**config.mk**
```make
export PLATFORM = sky130hd
export DESIGN_NAME = sta_div_step
export DESIGN_NICKNAME = d
export VERILOG_FILES = /design/src/rtl/core/sta_pkg.sv /design/src/rtl/core/sta_div_step.sv
export SDC_FILE = /design/constraint.sdc
export NUM_CORES = 1
export LEC_CHECK = 0
export BUFFER_PORTS_ARGS = -buffer_cell sky130_fd_sc_hd__buf_2
export CAP_MARGIN = 15
export CORE_AREA = 2 2 375 377
export DETAILED_ROUTE_END_ITERATION = 8
export DIE_AREA = 0 0 377 379
export GPL_ROUTABILITY_DRIVEN = 0
export PLACE_DENSITY = 0.3
export SETUP_SLACK_MARGIN = 0.15
export SLEW_MARGIN = 20
export SYNTH_ARGS = -nofsm -noshare
export SYNTH_HDL_FRONTEND = slang
export SYNTH_SLANG_ARGS = --single-unit
```
**constraint.sdc**
```tcl
create_clock -name vclk -period 19
set_input_delay 1.9 -clock vclk [all_inputs]
set_output_delay 1.9 -clock vclk [all_outputs]
set_load 0.01 [all_outputs]
```
**src/rtl/core/sta_pkg.sv**
```systemverilog
// Strided tensor address generator: shared types and constants.
// Used by strided_tensor_address_gen, sta_div_step and the testbench; no dependencies.
package sta_pkg;

    localparam int MAX_DIMS     = 4;
    localparam int IDX_W        = 32;
    localparam int SIZE_W       = 16;
    localparam int OFF_W        = 41;
    localparam int ADDR_W       = 48;
    localparam int CFG_DATA_W   = 64;
    localparam int CFG_IDX_W    = 3;
    localparam int DIV_STEPS    = 4;
    localparam int DIV_CHUNKS   = IDX_W / DIV_STEPS;
    localparam int NUM_DIVS     = 3;
    localparam int STG_DIV_LAST = NUM_DIVS * DIV_CHUNKS;
    localparam int STG_MAP      = STG_DIV_LAST + 1;
    localparam int STG_SUM      = STG_DIV_LAST + 2;
    localparam int STG_OFF      = STG_DIV_LAST + 3;
    localparam int STG_OUT      = STG_DIV_LAST + 4;
    localparam int NUM_STG      = STG_OUT + 1;

    typedef enum logic [CFG_IDX_W-1:0] {
        REG_DIM_SIZES   = 3'd0,
        REG_DIM_STRIDES = 3'd1,
        REG_RANK        = 3'd2,
        REG_ELEM_BYTES  = 3'd3,
        REG_BASE_OFFSET = 3'd4
    } cfg_reg_t;

    localparam logic ACT_FROM_INDEX = 1'b0;
    localparam logic ACT_FROM_COORD = 1'b1;

    typedef struct packed {
        logic                   action;
        logic [IDX_W-1:0]       idx;
        logic [IDX_W-1:0]       n;
        logic [SIZE_W-1:0]      r;
        logic [3:0][SIZE_W-1:0] coord;
        logic                   oor;
        logic [IDX_W-1:0]       row;
        logic [3:0][32:0]       prod;
        logic [1:0][34:0]       psum;
        logic [OFF_W-1:0]       off;
        logic [ADDR_W-1:0]      addr;
    } pipe_t;

endpackage

```
**src/rtl/core/sta_div_step.sv**
```systemverilog
// One stage of the pipelined mixed-radix divider: four restoring steps.
// Depends on sta_pkg.
module sta_div_step
    import sta_pkg::*;
#(
    parameter int DIM  = 3,
    parameter bit LAST = 1'b0
)
(
    input  pipe_t             d_in,
    input  logic [SIZE_W-1:0] divisor,
    output pipe_t             d_out
);

    always_comb
    begin
        logic [SIZE_W:0]   rr;
        logic [SIZE_W-1:0] r;
        logic [IDX_W-1:0]  n;
        logic              ge;
        d_out = d_in;
        r = d_in.r;
        n = d_in.n;
        for (int i = 0; i < DIV_STEPS; i++)
        begin
            rr = {r, n[IDX_W-1]};
            ge = (rr >= {1'b0, divisor});
            if (ge)
            begin
                rr = rr - {1'b0, divisor};
            end
            r = rr[SIZE_W-1:0];
            n = {n[IDX_W-2:0], ge};
        end
        d_out.n = n;
        d_out.r = r;
        if (LAST)
        begin
            if (d_in.action == ACT_FROM_INDEX)
            begin
                d_out.coord[DIM] = r;
            end
            d_out.r = '0;
        end
    end

endmodule

```
**Word-level counts from Yosys, hierarchy flattened**

Index checks and enable logic that the tools add are counted.
Widths: inputs -> output; s select.

- Multiplexer cells: 4
- $lt $le $gt $ge: 4
- Add/subtract/negate cells: 4

Operators with widths:

| cell | count |
|---|---|
| $ge 17x16->1 | 4 |
| $mux 16 | 4 |
| $sub 16x16->16 | 4 |

- Register bits after elaboration: 0
- Logic and storage cells: 12
- Bits of input ports: 485

**Logic depth before layout (Yosys ltp)**

- Depth after elaboration: 8
- Gate-level depth with buffers: 47
- Depth with buffers taken out: 44

**Least setup slack after synthesis**

OpenSTA, ideal clock, no wires.

- Path kind: input to output
- From: input port divisor[1]
- To: output port d_out[395] (netlist bit)
- Path buffers: 3
- Arrival: 11977 ps
- Cell stages on the path: 47
- Path slack: 5123 ps
- Cell sequence: inv_1 -> ha_1 -> nor2b_1 -> o31a_1 -> o31ai_4 -> nand4_2 -> a31oi_4 -> inv_2 -> mux2_2 -> inv_1 -> ha_1 -> nor2b_1 -> o31ai_1 -> a211oi_1 -> nor3_1 -> o21a_1 -> o21ai_0 -> a221oi_2 -> [11 not listed] -> a21o_1 -> a221o_1 -> a31oi_4 -> buf_2 -> mux2i_1 -> ha_1 -> nor2b_1 -> o211ai_1 -> a21oi_1 -> o221a_2 -> o21a_1 -> o21ai_0 -> o2bb2ai_1 -> o21ai_0 -> a2111oi_4 -> mux2i_4 -> buf_6 -> mux2_4

RTL lines:

| item | line | text |
|---|---|---|
| from (decl) | sta_div_step.sv:11 | `input logic [SIZE_W-1:0] divisor,` |
| to (decl) | sta_div_step.sv:12 | `output pipe_t d_out` |

==> summary.md <==
| Metric | Value |
|---|---|
| Outcome | completed |
| Area Overhead vs Synth | -12.2% |
| # DRC | 0 |
| Input/output buffers | 56 |
| CP Max Fanout | 27 |
| Clock buffer count | 0 |
| Max Clk Rate | 61.0 MHz |
| FF+latch count | 0 |
| Mapped Area | 6980 um^2 |
| Final worst-path cycle share | 86.3% |
| Initial core utilization | 5.03% |
| Vias in the first global route | 4848 |
| Fillcell total | 16589 |
| Register area share after synthesis | 0% |
| Hold-fix buffers at CTS | 0 |
| Max transition margin | 41.8% |
| DR vias | 4543 |
| CP Launch Type | input pin |
| Post-route ant nets | 0 |
| DP Cell Count | 2339 |
| Die Ht | 379 um |
| DRT Wirelength | 48.1 mm |
| Worst vdd ir | 97.4 uV |
| Netlist cell types | 59 |
| Grt ovf | 0 |
| Post-DP Area | 6130 um^2 |
| Pre-Repair DR Iteration Count | 4 |
| Avg Cell Area, Syn | 7.51 um^2 |
| All-Layer GR Usage | 6.31% |
| Core ar. | 139000 um^2 |
| Synth Warn # | 0 |
| Avg WL per Cell | 20.6 um |
| Setup CP Type | input pin to output pin |
| MaxCap Viol Count | 0 |
| Final setup violation count | 0 |
| Initial DRC Count | 173 |
| Largest net degree at the start of global routing | 28 |
| Die Width | 377 um |
| Via density | 1.94 |
| Final core occ | 4.42% |
| Syn nets | 1483 |
| Total negative slack | 0 ns |
| Reg area | 0 um^2 |
| CP dominant cell by count | ha_1 |
| Worst-Margin Slew | 0.855 ns |
| Post_cts resized | 0 |
| Multi-input gate area | 3410 um^2 |
| Top Ports | 954 |
| Worst EP arrival | 14.50 ns |
| Pwr Density | 176 nW/um^2 |
| Finished Cell Area | 6130 um^2 |
| DP HPWL | 44.4 mm |
| Number of setup buffers added after CTS | 0 |
| Final min period | 16.40 ns |
| Die area | 143000 um^2 |
| Hold Vio Cnt, Final | 0 |
| Worst path max stage delay | 0.72 ns |
| Post-Synthesis Cells | 930 |
| Leakage dissipation | 1.92 nW |
| Final Non-Filler Cells | 2341 |
| Slowest cell on the critical path | mux2i_4 |
| Fraction of layout cells with a size suffix above 1 | 18.8% |
| First-pass GRT wire length | 57.6 mm |
| Hold/Removal Path Class | input pin to output pin |
| Crit path required time | 17.10 ns |
| DP Worst Slack | 2.47 ns |
| Slew Limit Fails | 0 |
| Antenna violations before repair | 5 |
| Row Count | 137 |
| RSZ-0062 raised after global routing | no |
| Worst setup EP type | output pin |
| Total Nets Final | 1087 |
| Setup ws final | 2.60 ns |
| Worst Hold Depth | 0 |
[final timing paths]
kind,start,to,slack [ns]
min,d_in[125],d_out[125],3.80
max,divisor[14],d_out[391],2.60
[metrics by stage]
stage          hold slack [ns]  power (W)
6_report                  3.80    0.00108
5_1_grt                   3.80    0.00121
4_1_cts                   3.80    0.00113
3_5_place_dp              3.80    0.00113
3_3_place_gp              3.80    0.00114
2_1_floorplan             3.89   0.000834
[critical path, delay by kind of cell]
kind | cells | cell delay [ns]
AO/OA/AOI/OAI | 26 | 7.48
adder cells (fa/ha/maj) | 4 | 1.26
buffers and inverters | 7 | 1.19
multiplexers | 4 | 1.82
AND/OR/NAND/NOR | 4 | 0.79
[layer usage]
metal,GRT usage [%],up-vias,routed length [um]
met5,0.995,-,224
met4,2.97,6,2610
met3,6.55,168,10900
met2,9.40,578,20300
met1,5.37,1916,14100
li1,-,1875,-
[Yosys cell counts, types with 3 or more instances]
cell	instances	share of area [%]
a221o_1	3	0.43
and2_1	4	0.36
nor2b_1	6	0.54
and3_1	3	0.27
o41ai_1	4	0.50
inv_1	44	2.4
a21oi_1	34	2.4
o21a_1	8	0.86
buf_2	3	0.21
a211oi_1	5	0.54
mux2i_1	6	0.86
fa_1	4	1.1
nor3_1	8	0.57
o31ai_1	3	0.32
nand2_1	43	2.3
a31oi_1	3	0.27
xnor2_1	29	3.6
ha_1	64	11
xor2_1	20	2.5
o21ai_0	33	2.4
or3_1	6	0.54
o21bai_1	10	1.1
a21o_1	18	1.9
nor2_1	31	1.7
mux2_2	19	3.1
buf_4	449	48
nand4_1	10	0.90
nand2b_1	4	0.36
mux2_4	8	1.7
nand3_1	13	0.93
[logic make-up after synthesis]
| group | Yosys count | share of synthesized area, % |
|---|---|---|
| fa+ha+maj | 68 | 12.6 |
| xor+xnor | 49 | 6.14 |
| mux | 34 | 5.97 |
| compound gates | 143 | 14.7 |
| simple gates | 136 | 9.37 |
| buf+inv | 500 | 51.2 |
[where the power goes]
part	total (W)	internal, W	switching, W
combinational	0.00108	0.000475	0.000607
sequential	0	0	0
clock	0.000000000000300	0.000000000000287	0
[final cells by class]
cell class / count / area share (%)
multi-input combinational: 430 / 55.6
tap: 1807 / 36.9
timing repair buffer: 57 / 4.69
inverter: 45 / 2.75
antenna: 2 / 0.0816
[cells in the final DEF (no fill, tap or decap), drive strengths merged, types with 10 or more instances in the layout]
| cell type | instances |
|---|---|
| nor2 | 31 |
| xor2 | 20 |
| nand4 | 11 |
| mux2 | 27 |
| ha | 64 |
| o21bai | 10 |
| xnor2 | 29 |
| buf | 57 |
| nand2 | 43 |
| a21o | 18 |
| a21oi | 35 |
| o21ai | 34 |
| nand3 | 13 |
| inv | 45 |
(Power assumes the default switching activity.)
